[config.mk]
export PLATFORM = sky130hd
export DESIGN_NAME = virtual_timer_multiplexer
export DESIGN_NICKNAME = d
export VERILOG_FILES = /design/src/sv/vtm_pkg.sv /design/src/sv/vtm_ram.sv /design/src/sv/virtual_timer_multiplexer.sv
export VERILOG_INCLUDE_DIRS = /design/src /design/src/sv
export SDC_FILE = /design/constraint.sdc
export NUM_CORES = 1
export LEC_CHECK = 0
export BUFFER_PORTS_ARGS = -buffer_cell sky130_fd_sc_hd__buf_2
export CAP_MARGIN = 20
export CORE_UTILIZATION = 45
export DETAILED_ROUTE_END_ITERATION = 8
export SETUP_SLACK_MARGIN = 0.1
export SLEW_MARGIN = 5
export SYNTH_ARGS = -nofsm -noshare
export SYNTH_HDL_FRONTEND = slang
export SYNTH_SLANG_ARGS = --single-unit
[constraint.sdc]
create_clock -name clk -period 28 [get_ports clk]
set_input_delay 2.8 -clock clk [delete_from_list [all_inputs] [get_ports clk]]
set_output_delay 2.8 -clock clk [all_outputs]
set_load 0.05 [all_outputs]
[src/sv/virtual_timer_multiplexer_assert.svh]
// Assertion macros for the virtual timer multiplexer
`ifndef VIRTUAL_TIMER_MULTIPLEXER_ASSERT_SVH
`define VIRTUAL_TIMER_MULTIPLEXER_ASSERT_SVH

`ifndef SYNTHESIS
// clocked check, quiet while reset is held
`define VTM_ASSERT(lbl, prop, msg) \
    lbl: assert property (@(posedge clk) disable iff (!rst_n) prop) else $error(msg);
// clocked check that also holds during reset
`define VTM_ASSERT_ALWAYS(lbl, prop, msg) \
    lbl: assert property (@(posedge clk) prop) else $error(msg);
`else
`define VTM_ASSERT(lbl, prop, msg)
`define VTM_ASSERT_ALWAYS(lbl, prop, msg)
`endif

`endif

[src/sv/vtm_pkg.sv]
// Types and constants shared by the virtual timer multiplexer
`default_nettype none

package vtm_pkg;

    localparam int KIND_W = 2;
    localparam int ID_W   = 3;
    localparam int DUR_W  = 32;

    localparam logic [KIND_W-1:0] KIND_STARTED = 2'd0;
    localparam logic [KIND_W-1:0] KIND_FULL    = 2'd1;
    localparam logic [KIND_W-1:0] KIND_EXPIRED = 2'd2;

    localparam logic MODE_TICK  = 1'b0;
    localparam logic MODE_START = 1'b1;

    typedef enum logic [2:0] {
        ST_IDLE,
        ST_FIND,
        ST_DUE,
        ST_SEL,
        ST_EMIT
    } vtm_state_t;

endpackage

`default_nettype wire

[src/sv/vtm_ram.sv]
// Generic single-write, single-read RAM with registered read data
`default_nettype none

module vtm_ram #(
    parameter int WIDTH = 8,
    parameter int DEPTH = 8
) (
    input  wire logic                     clk,
    input  wire logic                     we,
    input  wire logic [$clog2(DEPTH)-1:0] waddr,
    input  wire logic [WIDTH-1:0]         wdata,
    input  wire logic [$clog2(DEPTH)-1:0] raddr,
    output logic      [WIDTH-1:0]         rdata
);

    logic [WIDTH-1:0] mem [DEPTH];

    // write port and registered read port
    always_ff @(posedge clk)
    begin
        if (we)
        begin
            mem[waddr] <= wdata;
        end
        rdata <= mem[raddr];
    end

endmodule

`default_nettype wire

[src/sv/virtual_timer_multiplexer.sv]
// Virtual timer multiplexer: timer slot table on one free-running time counter
//
// Command port: a beat is taken when start is high and busy is low.
//   mode = start timer: the lowest free slot is armed with deadline
//     now + duration (repeat_req marks it periodic). One result: kind
//     started with the slot as slot_id, or kind full when no slot is free.
//   mode = tick: now advances by one, then every due slot is reported as
//     kind expired, earliest deadline first (wrap-aware), ties by slot.
//     Periodic slots re-arm at now + period (period 0 counts as 1),
//     one-shot slots are freed. A tick with nothing due gives no result.
// Results appear for one cycle under result_strobe; last marks the final
// result of a command. The receiver cannot stall the block.
// Busy time: a start command stays busy while it scans the slots from the
// lowest up, and its result shows in the next cycle.
// A tick stays busy through the due scan and one selection scan per
// expiry (one when nothing is due); the slot scan over one RAM read port
// and one shared adder/subtractor sets it. The next command may be taken
// in the cycle that shows the final result.
// Reset clears the time counter and frees every slot; no RAM clearing pass.
`default_nettype none

`include "virtual_timer_multiplexer_assert.svh"

module virtual_timer_multiplexer #(
    parameter int NUM_TIMERS = 8,
    parameter int TIME_WIDTH = 32
) (
    input  wire logic                       clk,
    input  wire logic                       rst_n,
    input  wire logic                       start,
    output logic                            busy,
    input  wire logic                       mode,
    input  wire logic [vtm_pkg::DUR_W-1:0]  duration,
    input  wire logic                       repeat_req,
    output logic                            result_strobe,
    output logic      [vtm_pkg::KIND_W-1:0] kind,
    output logic      [vtm_pkg::ID_W-1:0]   slot_id,
    output logic                            last
);

    import vtm_pkg::*;

    localparam int IW     = $clog2(NUM_TIMERS);
    localparam int TW     = TIME_WIDTH;
    localparam int WORD_W = 2 * TW + 1;
    localparam logic [IW-1:0] LAST_SLOT = IW'(NUM_TIMERS - 1);
    localparam logic [TW-1:0] T_ONE     = TW'(1);
    localparam logic [TW-1:0] T_SIGN    = TW'(1) << (TW - 1);

    // slot number to result id, masked to the id width
    function automatic logic [ID_W-1:0] to_id(input logic [IW-1:0] s);
        logic [IW+ID_W-1:0] w;
        w = (IW + ID_W)'(s);
        return w[ID_W-1:0];
    endfunction

    // control state
    vtm_state_t            state_reg, state_next;
    logic [TW-1:0]         now_reg, now_next;
    logic [NUM_TIMERS-1:0] valid_reg, valid_next;
    logic [NUM_TIMERS-1:0] due_reg, due_next;
    logic [IW-1:0]         cnt_reg, cnt_next;
    logic                  iss_reg, iss_next;
    logic                  chk_vld_reg, chk_vld_next;
    logic                  found_reg, found_next;
    logic                  stb_reg, stb_next;

    // payload
    logic [IW-1:0]         chk_idx_reg, chk_idx_next;
    logic [IW-1:0]         best_reg, best_next;
    logic [TW-1:0]         best_key_reg, best_key_next;
    logic [TW-1:0]         best_per_reg, best_per_next;
    logic                  best_rep_reg, best_rep_next;
    logic [TW-1:0]         dur_reg, dur_next;
    logic                  rep_reg, rep_next;
    logic [KIND_W-1:0]     kind_reg, kind_next;
    logic [ID_W-1:0]       id_reg, id_next;
    logic                  last_reg, last_next;

    // slot RAM: {repeat, period, deadline}
    logic                  ram_we;
    logic [IW-1:0]         ram_waddr;
    logic [WORD_W-1:0]     ram_wdata;
    logic [WORD_W-1:0]     ram_rdata;
    logic [TW-1:0]         rd_deadline;
    logic [TW-1:0]         rd_period;
    logic                  rd_repeat;

    // shared adder and subtractor
    logic [TW-1:0]         add_b;
    logic [TW-1:0]         add_sum;
    logic [TW-1:0]         diff;
    logic [TW-1:0]         key;
    logic                  accept;
    logic [NUM_TIMERS-1:0] due_left;

    vtm_ram #(
        .WIDTH (WORD_W),
        .DEPTH (NUM_TIMERS)
    ) u_slot_ram (
        .clk   (clk),
        .we    (ram_we),
        .waddr (ram_waddr),
        .wdata (ram_wdata),
        .raddr (cnt_reg),
        .rdata (ram_rdata)
    );

    assign rd_deadline = ram_rdata[TW-1:0];
    assign rd_period   = ram_rdata[2*TW-1:TW];
    assign rd_repeat   = ram_rdata[2*TW];

    assign add_sum = now_reg + add_b;
    assign diff    = rd_deadline - now_reg;
    assign key     = diff ^ T_SIGN;

    assign accept   = start && (state_reg == ST_IDLE);
    assign busy     = (state_reg != ST_IDLE);
    assign due_left = due_reg & ~(NUM_TIMERS'(1) << best_reg);

    assign result_strobe = stb_reg;
    assign kind          = kind_reg;
    assign slot_id       = id_reg;
    assign last          = last_reg;

    // control registers
    always_ff @(posedge clk or negedge rst_n)
    begin
        if (!rst_n)
        begin
            state_reg   <= ST_IDLE;
            now_reg     <= '0;
            valid_reg   <= '0;
            due_reg     <= '0;
            cnt_reg     <= '0;
            iss_reg     <= 1'b0;
            chk_vld_reg <= 1'b0;
            found_reg   <= 1'b0;
            stb_reg     <= 1'b0;
        end
        else
        begin
            state_reg   <= state_next;
            now_reg     <= now_next;
            valid_reg   <= valid_next;
            due_reg     <= due_next;
            cnt_reg     <= cnt_next;
            iss_reg     <= iss_next;
            chk_vld_reg <= chk_vld_next;
            found_reg   <= found_next;
            stb_reg     <= stb_next;
        end
    end

    // payload registers
    always_ff @(posedge clk)
    begin
        chk_idx_reg  <= chk_idx_next;
        best_reg     <= best_next;
        best_key_reg <= best_key_next;
        best_per_reg <= best_per_next;
        best_rep_reg <= best_rep_next;
        dur_reg      <= dur_next;
        rep_reg      <= rep_next;
        kind_reg     <= kind_next;
        id_reg       <= id_next;
        last_reg     <= last_next;
    end

    // sequencer
    always_comb
    begin
        state_next    = state_reg;
        now_next      = now_reg;
        valid_next    = valid_reg;
        due_next      = due_reg;
        cnt_next      = cnt_reg;
        iss_next      = iss_reg;
        chk_vld_next  = iss_reg;
        chk_idx_next  = cnt_reg;
        found_next    = found_reg;
        stb_next      = 1'b0;
        best_next     = best_reg;
        best_key_next = best_key_reg;
        best_per_next = best_per_reg;
        best_rep_next = best_rep_reg;
        dur_next      = dur_reg;
        rep_next      = rep_reg;
        kind_next     = kind_reg;
        id_next       = id_reg;
        last_next     = last_reg;
        ram_we        = 1'b0;
        ram_waddr     = cnt_reg;
        ram_wdata     = {rep_reg, dur_reg, add_sum};
        add_b         = T_ONE;

        // issue counter walks the RAM one slot a cycle
        if (iss_reg)
        begin
            if (cnt_reg == LAST_SLOT)
            begin
                iss_next = 1'b0;
            end
            else
            begin
                cnt_next = cnt_reg + IW'(1);
            end
        end

        case (state_reg)
            ST_IDLE:
            begin
                add_b = T_ONE;
                if (accept)
                begin
                    cnt_next     = '0;
                    chk_vld_next = 1'b0;
                    if (mode == MODE_START)
                    begin
                        dur_next   = TW'(duration);
                        rep_next   = repeat_req;
                        iss_next   = 1'b0;
                        state_next = ST_FIND;
                    end
                    else
                    begin
                        now_next   = add_sum;
                        due_next   = '0;
                        iss_next   = 1'b1;
                        state_next = ST_DUE;
                    end
                end
            end

            // lowest free slot, one valid bit a cycle
            ST_FIND:
            begin
                add_b = dur_reg;
                if (!valid_reg[cnt_reg])
                begin
                    ram_we              = 1'b1;
                    valid_next[cnt_reg] = 1'b1;
                    stb_next            = 1'b1;
                    kind_next           = KIND_STARTED;
                    id_next             = to_id(cnt_reg);
                    last_next           = 1'b1;
                    state_next          = ST_IDLE;
                end
                else if (cnt_reg == LAST_SLOT)
                begin
                    stb_next   = 1'b1;
                    kind_next  = KIND_FULL;
                    id_next    = '0;
                    last_next  = 1'b1;
                    state_next = ST_IDLE;
                end
                else
                begin
                    cnt_next = cnt_reg + IW'(1);
                end
            end

            // mark due slots: deadline - now zero or negative
            ST_DUE:
            begin
                if (chk_vld_reg)
                begin
                    due_next[chk_idx_reg] = valid_reg[chk_idx_reg]
                                          && (diff == '0 || diff[TW-1]);
                    if (chk_idx_reg == LAST_SLOT)
                    begin
                        cnt_next     = '0;
                        iss_next     = 1'b1;
                        chk_vld_next = 1'b0;
                        found_next   = 1'b0;
                        state_next   = ST_SEL;
                    end
                end
            end

            // earliest remaining due slot, ties kept by lower slot
            ST_SEL:
            begin
                if (chk_vld_reg)
                begin
                    if (due_reg[chk_idx_reg] && (!found_reg || key < best_key_reg))
                    begin
                        found_next    = 1'b1;
                        best_next     = chk_idx_reg;
                        best_key_next = key;
                        best_per_next = rd_period;
                        best_rep_next = rd_repeat;
                    end
                    if (chk_idx_reg == LAST_SLOT)
                    begin
                        state_next = found_next ? ST_EMIT : ST_IDLE;
                    end
                end
            end

            // report the chosen slot and re-arm or free it
            ST_EMIT:
            begin
                add_b     = (best_per_reg == '0) ? T_ONE : best_per_reg;
                ram_waddr = best_reg;
                ram_wdata = {best_rep_reg, best_per_reg, add_sum};
                if (best_rep_reg)
                begin
                    ram_we = 1'b1;
                end
                else
                begin
                    valid_next[best_reg] = 1'b0;
                end
                due_next  = due_left;
                stb_next  = 1'b1;
                kind_next = KIND_EXPIRED;
                id_next   = to_id(best_reg);
                last_next = (due_left == '0);
                if (due_left == '0)
                begin
                    state_next = ST_IDLE;
                end
                else
                begin
                    cnt_next     = '0;
                    iss_next     = 1'b1;
                    chk_vld_next = 1'b0;
                    found_next   = 1'b0;
                    state_next   = ST_SEL;
                end
            end

            default:
            begin
                state_next = ST_IDLE;
            end
        endcase
    end

    // checks
    `VTM_ASSERT(a_accept_busy, accept |=> busy, "accepted command did not raise busy")
    `VTM_ASSERT(a_last_idle, stb_reg && last_reg |-> !busy, "final beat while still busy")
    `VTM_ASSERT(a_more_busy, stb_reg && !last_reg |-> busy, "non-final beat with sequencer idle")
    `VTM_ASSERT(a_due_valid, (due_reg & ~valid_reg) == '0, "due mark on a free slot")
    `VTM_ASSERT(a_emit_due, state_reg == ST_EMIT |-> due_reg[best_reg], "reporting a slot not due")

endmodule

`default_nettype wire
# [Yosys cells after proc, flatten, opt, wreduce, memory -nomap -nowiden]
# Memories as Yosys holds them, arrays and structs flattened. A register that Yosys moved wholly into a read port is not among the register bits.
# Cells that the tools add are included.
[op_classes] add_sub_neg=3 order_cmp=7 eq_ne=16 n_shift=1 muxes=81 n_bitwise=7 reduce_logical=25
[ops] cell="$mux W65" n=1
[ops] cell="$logic_not A32 Y1" n=2
[ops] cell="$pmux W32 S2" n=1
[ops] cell="$mux W3" n=18
[ops] cell="$mux W8" n=5
[ops] cell="$add A32 B32 Y32" n=1
[ops] cell="$lt A32 B32 Y1" n=1
[ops] cell="$mux W1" n=32
[ops] cell="$mux W32" n=1
[ops] cell="$sub A32 B32 Y32" n=1
[ops] cell="$pmux W8 S3" n=1
[ops] cell="$ne A2 B2 Y1 const B" n=9
[ops] cell="$and A8 B8 Y8" n=2
[ops] cell="$not A8 Y8" n=2
[ops] cell="$pmux W8 S2" n=1
[ops] cell="$pmux W3 S5" n=1
[ops] cell="$lt A3 B4 Y1 const B" n=3
[ops] cell="$pmux W3 S4" n=1
[ops] cell="$reduce_and A3 Y1" n=4
[ops] cell="$bmux W1 S3" n=3
[ops] cell="$demux W1 S3" n=3
[ops] cell="$eq A3 B3 Y1 const B" n=3
[ops] cell="$ge A3 B1 Y1 const B" n=3
[ops] cell="$pmux W1 S3" n=3
[ops] cell="23 further kinds" n=38
[totals] ff_bits=168 ramBits=520 in_bits=37 mem_count=1
[mem_list] name="u_slot_ram.mem" depth=8 width=65 read_ports=1 rd_clocked_by_memory_dff=1 wr=1 line_no="vtm_ram.sv:16" source="logic [WIDTH-1:0] mem [DEPTH];"

# [Depth between registers and ports, before layout]
# Gate-level depths: netlist (run 1).
[depth] ltp_word=12 depth_mapped=20 depth_no_buf=20

# [Modules after synthesis]
# From an unflattened synthesis (run 1), not the netlist that was laid out.
[unflattened] hier_cells=2099 area_unflattened_um2=32371.0
[modules_own_cells] module="vtm_ram" instances=1 cells_each=829 area_per_inst_um2=20857.5 seq_area_each_um2=16916.2
[modules_own_cells] module="virtual_timer_multiplexer" instances=1 cells_each=1270 area_per_inst_um2=11513.5 seq_area_each_um2=4724.5

# [Least setup slack after synthesis (run 1)]
# No wires, ideal clock.
[synth_timing] path_type="register to register" start="reg now_reg[8]" end="reg best_key_reg[0] (enable)" setup_time_ps=604 arrival_time_ps=8555 required_ps=27396 setup_slack_ps=18841 path_stages_with_launch=19 period_less_slack_ps=9159 path_cell_list="dfrtp_1 > inv_1 > ha_1 > a21o_1 > a21o_1 > a21oi_2 > a211oi_2 > o2111ai_1 > nor4bb_1 > ha_1 > a21o_1 > a21o_1 > a21o_1 > a21o_1 > a21oi_1 > nor2b_1 > o21ai_0 > nand2b_1 > a221oi_1"
[synth_between] elab_cells_between_ends=6 cone_classes="add/sub (1); order compare (1); bitwise (1); reduce/logical (3)"
[synth_lines] item="start, declared" line_no="virtual_timer_multiplexer.sv:59" source="logic [TW-1:0] now_reg, now_next;"
[synth_lines] item="start signal, assigned" line_no="virtual_timer_multiplexer.sv:144" source="now_reg <= now_next;"
[synth_lines] item="$sub A32 B32 Y32" line_no="virtual_timer_multiplexer.sv:114" source="assign diff = rd_deadline - now_reg;"
[synth_lines] item="named net diff[25]" line_no="virtual_timer_multiplexer.sv:92" source="logic [TW-1:0] diff;"
[synth_lines] item="$lt A32 B32 Y1" line_no="virtual_timer_multiplexer.sv:286" source="if (due_reg[chk_idx_reg] && (!found_reg || key < best_key_reg))"
[synth_lines] item="$logic_or A1 B1 Y1" line_no="virtual_timer_multiplexer.sv:286"
[synth_lines] item="$logic_and A1 B1 Y1" line_no="virtual_timer_multiplexer.sv:286"
[synth_lines] item="$reduce_and A3 Y1 (no source line)"
[synth_lines] item="end signal, assigned" line_no="virtual_timer_multiplexer.sv:160" source="best_key_reg <= best_key_next;"
[synth_lines] item="end, declared" line_no="virtual_timer_multiplexer.sv:71" source="logic [TW-1:0] best_key_reg, best_key_next;"
# The timed path passes the listed nets, and every way through them passes these cells.
# A chain may end at the register's enable or synchronous reset.

# [Final worst setup path (run 1)]
[layout_timing] start="reg state_reg[2]" end="mem u_slot_ram.mem[5][31] in the netlist's numbering, data pin"
[layout_between] elab_chain_cells=4 elab_cells_between_ends=5 cone_classes="add/sub (1); eq/ne (2); mux (2)"
[layout_lines] item="start, declared" line_no="virtual_timer_multiplexer.sv:58" source="vtm_state_t state_reg, state_next;"
[layout_lines] item="start signal, assigned" line_no="virtual_timer_multiplexer.sv:143" source="state_reg <= state_next;"
[layout_lines] item="$eq A3 B3 Y1 or $eq A3 B1 Y1 (tied branches)" line_no="virtual_timer_multiplexer.sv:210" source="case (state_reg)"
[layout_lines] item="$pmux W32 S2 *" line_no="virtual_timer_multiplexer.sv:210"
[layout_lines] item="$add A32 B32 Y32 *" line_no="virtual_timer_multiplexer.sv:113" source="assign add_sum = now_reg + add_b;"
[layout_lines] item="named net add_sum[31]" line_no="virtual_timer_multiplexer.sv:91" source="logic [TW-1:0] add_sum;"
[layout_lines] item="$mux W65 *" line_no="virtual_timer_multiplexer.sv:210"
[layout_lines] item="end, declared" line_no="vtm_ram.sv:16"
# Mark *: on every way through the listed nets, which the timed path passes. The rest lies on a longest branch.

==> impl_metrics.env, run 1 <==
export IMPL_ys_warn_count=0
export IMPL_grt_overflow_total=0
export IMPL_die_w_um=271
export IMPL_worst_path_largest_cell_delay_ps=600
export IMPL_synthArstFlopShare_pct=7.70
export IMPL_syn_area_um2=32600
export IMPL_viasPerCell=5.69
export IMPL_worstHoldStart="u_slot_ram.rdata[50]"
export IMPL_final_setup_viol_count=0
export IMPL_cts_max_path_buffers=3
export IMPL_area_growth_pct=11.8
export IMPL_grt_pass1_wl_mm=116
export IMPL_synth_edf_count=627
export IMPL_antenna_found_initial=0
export IMPL_outcome="completed"
export IMPL_htreeDepth=3
export IMPL_post_route_min_period_ps=5630
export IMPL_power_density_nw_per_um2=123
export IMPL_synth_ff_type="edfxtp_1"
export IMPL_synth_mux_area_fraction_pct=9.75
export IMPL_tightest_slew_ps=1050
export IMPL_worstPathCellList="nor2b_1 -> nand2b_2 -> buf_4 -> clkinv_1 -> buf_4 -> nand2_1 -> nand2_1 -> ha_1 -> and3_1 -> a22o_1 -> or4b_1 -> a211o_1 -> o221ai_2 -> o21ai_2 -> a211o_1 -> a21oi_1 -> xnor2_1"
export IMPL_slowest_stage="clkinv_1"
export IMPL_io_buffers=44
export IMPL_rrSetupSlack_ps=22370
export IMPL_synth_xor_area_share_pct=1.21
export IMPL_pwr_share_clk_pct=22.7
export IMPL_max_flop_register="u_slot_ram.mem"
export IMPL_path_max_fanout=47
export IMPL_clock_sinks=753
export IMPL_ys_ff_latch=753
export IMPL_ctsHoldBuffers=0
export IMPL_netlist_top_cells_count="edfxtp_1, nand2_1, mux4_2, ha_1, a21oi_1"
export IMPL_syn_area_per_cell_um2=14.2
export IMPL_dpl_cell_area_um2=33900
export IMPL_ys_types=84
export IMPL_num_fill_cells=5972
export IMPL_crit_required_ps=28330
export IMPL_gp_congestion=0.890
export IMPL_p_comb_share_pct=39.6
export IMPL_cts_root_buf="clkbuf_16"
export IMPL_p_sw_share_pct=36.8
export IMPL_synth_seq_area_share_pct=66.4
export IMPL_synth_top_area_share_pct=57.7
export IMPL_dieArea_um2=73500
export IMPL_numCtsBuffers=78
export IMPL_r2r_start="state_reg[2]"
export IMPL_synth_top_family_by_area="multiplexers"
export IMPL_final_antenna_net_count=0
export IMPL_synthAdderAreaFrac_pct=3.77
export IMPL_max_slew_margin_rel_pct=29.9
export IMPL_cap_violations=0
export IMPL_synth_fp_nets=2423
export IMPL_pin_count=45
export IMPL_final_cell_area_um2=36500
export IMPL_num_vias=19100
export IMPL_hold_violations=0
export IMPL_seqPwrFrac_pct=37.7
export IMPL_grt_use_total_pct=20.8
export IMPL_multiInputGateArea_um2=10400
export IMPL_post_cts_resized=0
export IMPL_max_freq_mhz=178
export IMPL_min_path_type="register to register"
export IMPL_p_int_mw=2.84
export IMPL_drv_slew=0
export IMPL_dp_hpwl_mm=46.0
export IMPL_clkTransAtPathRegs_ps=70
export IMPL_wl_per_cell_um=22.3
export IMPL_routed_wl_mm=75.0
export IMPL_drt_initial_drc_count=1539
export IMPL_critPathLaunchType="register"
export IMPL_drive_above_1_share_pct=15.2
export IMPL_synth_cells=2289
export IMPL_yosysTopAreaCell="edfxtp_1"
export IMPL_drt_pass1_iterations=6
export IMPL_final_util_pct=50.9
export IMPL_p_leak_nw=13.4
export IMPL_synthSimpleGateAreaFrac_pct=9.54
export IMPL_diodes=0
export IMPL_nets=2476
export IMPL_tns_ps=0
export IMPL_cts_setup_buffers=0
export IMPL_period_share_pct=20.1
export IMPL_initial_core_util_pct=45.5
export IMPL_synth_area_leaders="edfxtp_1, mux4_2, nand2_1"
export IMPL_synth_most_common_cell="edfxtp_1"
export IMPL_drc=0
export IMPL_largest_reg_flops=520
export IMPL_critPathArrivalTime_ps=5960
export IMPL_clk_latency_ps=620
export IMPL_hold_depth=0
export IMPL_p_switching_mw=1.65
export IMPL_core_area_um2=71600
export IMPL_vdd_drop_max_mv=0.0630
export IMPL_dp_slack_ps=22420
export IMPL_end_kind="register"
export IMPL_largest_registers="u_slot_ram.mem (520), u_slot_ram.rdata (65)"
export IMPL_rsz0062_at_grt="false"
export IMPL_rows=98
export IMPL_crit_type="register to register"
export IMPL_first_global_vias=19400
export IMPL_grt_max_degree=59
export IMPL_synth_compound_area_share_pct=7.25
export IMPL_critPathLaunch="state_reg[2]"
export IMPL_cts_tree="done"
export IMPL_die_h_um=271
export IMPL_skew_ps=18.5
export IMPL_reg2reg_depth=17
export IMPL_seqCellArea_um2=21700
export IMPL_setup_ws_ps=22370
worst paths after layout:
check                                              to
worst max-delay path            u_slot_ram.mem[5][31]
worst min-delay path                 best_per_reg[18]
worst max register to register  u_slot_ram.mem[5][31]
worst min register to register       best_per_reg[18]
max in group asynchronous             chk_idx_next[0]
min in group asynchronous                  due_reg[6]
cell type report:
type,instances,share of cell area (%)
clock buffers,115,6.21
multi-input cells,1354,28.4
inverters,87,0.896
repair buffers,68,1.10
well taps,950,3.26
flip-flops and latches,753,59.4
clock inverters,30,0.734
kinds of logic (layout without fill, tap and decap cells):
group | after synthesis | count (layout)
DFF | 753 | 753
and+or+nand+nor | 701 | 701
AOI/OAI and AO/OA | 360 | 360
buffers and inverters | 182 | 300
xor gates and xnor gates | 45 | 45
adders and majority gates | 97 | 97
muxes | 151 | 151
critical path: cells and delay by family, from the launching register on:
kind,cells,cell delay (ps)
and+or+nand+nor,6,1300
xor gates and xnor gates,1,330
adders and majority gates,1,350
AOI/OAI and AO/OA,6,1340
DFF,1,470
buffers and inverters,3,1490
layer usage:
layer	GRT usage (%)	up-vias	part of all wire (%)
met2	33.7	475	48
met4	4.91	0	1.5
met5	0	-	0
li1	-	8746	-
met1	29.9	9805	46
met3	2.78	84	4.7
layout by cell type, fill, tap and decap left out, types with 23 or more instances in the layout:
cell type,netlist,routed
a21o_1,46,46
a21oi_1,88,88
buf_2,5,44
buf_4,0,23
clkbuf_1,69,23
clkbuf_16,0,81
dfrtp_1,58,55
dfxtp_1,68,68
edfxtp_1,627,627
ha_1,95,95
inv_1,85,85
mux4_2,132,132
nand2_1,440,440
nand2b_1,25,24
nand3_1,23,23
nor2_1,75,66
nor3_1,25,25
o21ai_0,86,86
xnor2_1,34,34
metrics by stage:
stage	total power [mW]	std cells	hold WS, ps
3_5_place_dp	3.49	3211	389
2_1_floorplan	2.98	2289	369
3_3_place_gp	3.45	3211	388
6_report	4.49	3357	395
5_1_grt	4.77	3357	404
4_1_cts	4.52	3356	393
power by group through the flow:
stage | clock [mW] | combinational (mW) | sequential (mW)
floorplan | 0 | 1.34 | 1.64
global placement | 0 | 1.74 | 1.71
detailed placement | 0 | 1.77 | 1.72
CTS | 1.04 | 1.78 | 1.69
global route | 1.08 | 1.98 | 1.71
finish | 1.02 | 1.78 | 1.69
Note: power is estimated with default switching activity, not from simulation.
==> inputs of run 2 (changes only) <==
==> constraint.sdc (replaced) <==
create_clock -name clk -period 4.7 [get_ports clk]
set_input_delay 0.47 -clock clk [delete_from_list [all_inputs] [get_ports clk]]
set_output_delay 0.47 -clock clk [all_outputs]
set_load 0.05 [all_outputs]
==> run 2 against run 1 <==
Effect of this change: cell count up 3.5%; critical path depth up 5; worst setup slack worse by 22000 ps; highest routed layer unchanged; clock skew down 1.2 ps; count of clock-buffer cells in the layout down 15.
==> impl_metrics.env, run 2 (synthesis gave the netlist of run 1 again) <==
export IMPL_critPathBufInv=4
export IMPL_min_path_type="input pin to async pin"
export IMPL_die_w_um=271
export IMPL_path_common_cell="a21o_1"
export IMPL_routed_wl_mm=77.5
export IMPL_gp_congestion=0.884
export IMPL_worstPathCellList="ha_2 -> inv_2 -> fa_2 -> a21o_1 -> a2111o_1 -> nand3_2 -> a21oi_4 -> o22ai_4 -> a221oi_2 -> buf_4 -> ha_4 -> a21o_1 -> a21o_1 -> a21o_1 -> a21o_1 -> a21oi_2 -> nor2b_1 -> o21ai_1 -> nand2b_1 -> a221oi_4 -> buf_12 -> clkbuf_16"
export IMPL_post_route_min_period_ps=4520
export IMPL_final_antenna_net_count=0
export IMPL_dp_hpwl_mm=47.1
export IMPL_power_density_nw_per_um2=747
export IMPL_crit_required_ps=5030
export IMPL_skew_ps=17.3
export IMPL_cts_max_path_buffers=3
export IMPL_slowest_stage="a2111o_1"
export IMPL_reg2reg_depth=22
export IMPL_area_growth_pct=17.0
export IMPL_seqPwrFrac_pct=35.2
export IMPL_drt_pass1_iterations=6
export IMPL_rsz0062_at_grt="true"
export IMPL_wl_per_cell_um=22.3
export IMPL_hold_violations=0
export IMPL_max_flop_register="u_slot_ram.mem"
export IMPL_grt_use_total_pct=20.7
export IMPL_tns_ps=0
export IMPL_max_freq_mhz=221
export IMPL_core_area_um2=71600
export IMPL_critPathLaunchType="register"
export IMPL_htreeDepth=3
export IMPL_pin_count=45
export IMPL_pwr_share_clk_pct=21.5
export IMPL_crit_type="register to register"
export IMPL_largest_reg_flops=520
export IMPL_initial_core_util_pct=45.5
export IMPL_cap_violations=0
export IMPL_viasPerCell=5.60
export IMPL_grt_overflow_total=0
export IMPL_final_cell_area_um2=38200
export IMPL_num_vias=19500
export IMPL_clock_sinks=753
export IMPL_p_switching_mw=10.5
export IMPL_grt_pass1_wl_mm=116
export IMPL_path_max_fanout=8
export IMPL_antenna_found_initial=0
export IMPL_cts_root_buf="clkbuf_16"
export IMPL_period_share_pct=96.3
export IMPL_outcome="completed"
export IMPL_drt_initial_drc_count=1592
export IMPL_io_buffers=44
export IMPL_first_global_vias=19300
export IMPL_holdWs_ps=35.2
export IMPL_tightest_slew_ps=1080
export IMPL_numCtsBuffers=78
export IMPL_drc=0
export IMPL_nets=2594
export IMPL_end_kind="register"
export IMPL_grt_max_degree=67
export IMPL_p_int_mw=18.1
export IMPL_diodes=0
export IMPL_drive_above_1_share_pct=21.1
export IMPL_p_leak_nw=14.2
export IMPL_clk_latency_ps=620
export IMPL_p_comb_share_pct=43.3
export IMPL_cts_tree="done"
export IMPL_critPathTopFamily="compound AO/OA/AOI/OAI gates"
export IMPL_die_h_um=271
export IMPL_p_sw_share_pct=36.6
export IMPL_reg2reg_to="best_per_reg[14]"
export IMPL_critPathArrivalTime_ps=4850
export IMPL_layout_common_cells="edfxtp_1, nand2_1, mux4_2"
export IMPL_vdd_drop_max_mv=0.440
export IMPL_final_setup_viol_count=0
export IMPL_worst_path_largest_cell_delay_ps=470
export IMPL_dpl_cell_area_um2=34600
export IMPL_rows=98
export IMPL_clkTransAtPathRegs_ps=60
export IMPL_final_common_cell="edfxtp_1"
export IMPL_dieArea_um2=73500
export IMPL_rrSetupSlack_ps=180
export IMPL_drv_slew=0
export IMPL_max_slew_margin_rel_pct=28.2
export IMPL_r2r_start="now_reg[0]"
export IMPL_largest_registers="u_slot_ram.mem (520), u_slot_ram.rdata (65)"
-- run 2: cell count changes in the layout (fill, tap and decap cells not counted), sizes merged --
cell / delta
inv: +3
clkinv: +8
bufinv: +3
buf: +96
clkinvlp: +1
dlygate4sd3: +17
clkbuf: -10
-- run 2: final cells by class --
class	count	area [µm²]
Timing Repair Buffer	186	1600
Fill cell	5896	33400
Inverter	87	327
Multi-Input combinational cell	1354	10800
Clock inverter	45	453
Sequential cell	753	21700
Tap cell	950	1190
Clock buffer	100	2110
-- run 2: worst reg2reg max path: cells and delay by family, from the launching register on --
kind / cells / cell delay, ps
AOI/OAI and AO/OA: 12 / 2240
DFF: 1 / 380
and+or+nand+nor: 3 / 290
buffers and inverters: 4 / 640
adders and majority gates: 3 / 690
-- run 2: per-stage QoR --
| step | utilization, % | instances | setup slack [ps] | power [mW] |
|---|---|---|---|---|
| global route | 53.3 | 3475 | 4.28 | 30.2 |
| floorplan | - | 2289 | -722 | 17.9 |
| finish | 53.3 | 3475 | 176 | 28.5 |
| detailed placement | 48.3 | 3275 | 126 | 21.3 |
| CTS | 52.1 | 3437 | 86.0 | 27.5 |
| global placement | 48.3 | 3275 | 161 | 21.1 |
-- run 2: layer usage --
metal | global-route usage (%) | routed length (µm) | vias to the layer above
met5 | 0 | 0 | -
met4 | 4.85 | 1240 | 0
met3 | 3.19 | 3920 | 87
met2 | 34.8 | 38400 | 480
met1 | 28.5 | 33900 | 9905
li1 | - | - | 8978
-- run 2: how the worst max path moves through the flow --
stage          startpoint          endpoint  slack [ps]  cells past startpoint
3_5_place_dp   now_reg[8]  best_per_reg[17]         130                     19
3_3_place_gp   now_reg[0]  best_per_reg[18]         160                     19
6_report       now_reg[0]  best_per_reg[14]         180                     22
2_1_floorplan  now_reg[0]   best_key_reg[0]        -720                     19
4_1_cts        now_reg[0]  best_per_reg[21]          90                     19
5_1_grt        now_reg[0]  best_per_reg[14]           4                     22
-- run 2: power groups by stage --
stage          logic [mW]  registers, mW  clock network (mW)
3_5_place_dp         11.2           10.1                   0
3_3_place_gp         11.0           10.1                   0
4_1_cts              11.3           10.0                6.27
2_1_floorplan        8.15           9.76                   0
5_1_grt              13.6           10.2                6.52
6_report             12.4           10.0                6.13
-- run 2: what timing repair did --
item	4_1_cts	5_1_grt
hold buffers	17	0
endpoints found under the hold margin	17	0
gates resized for setup	0	84
pin swaps	0	42
buffers inserted	0	28
gates cloned	0	10
endpoints found under the setup margin	18	102
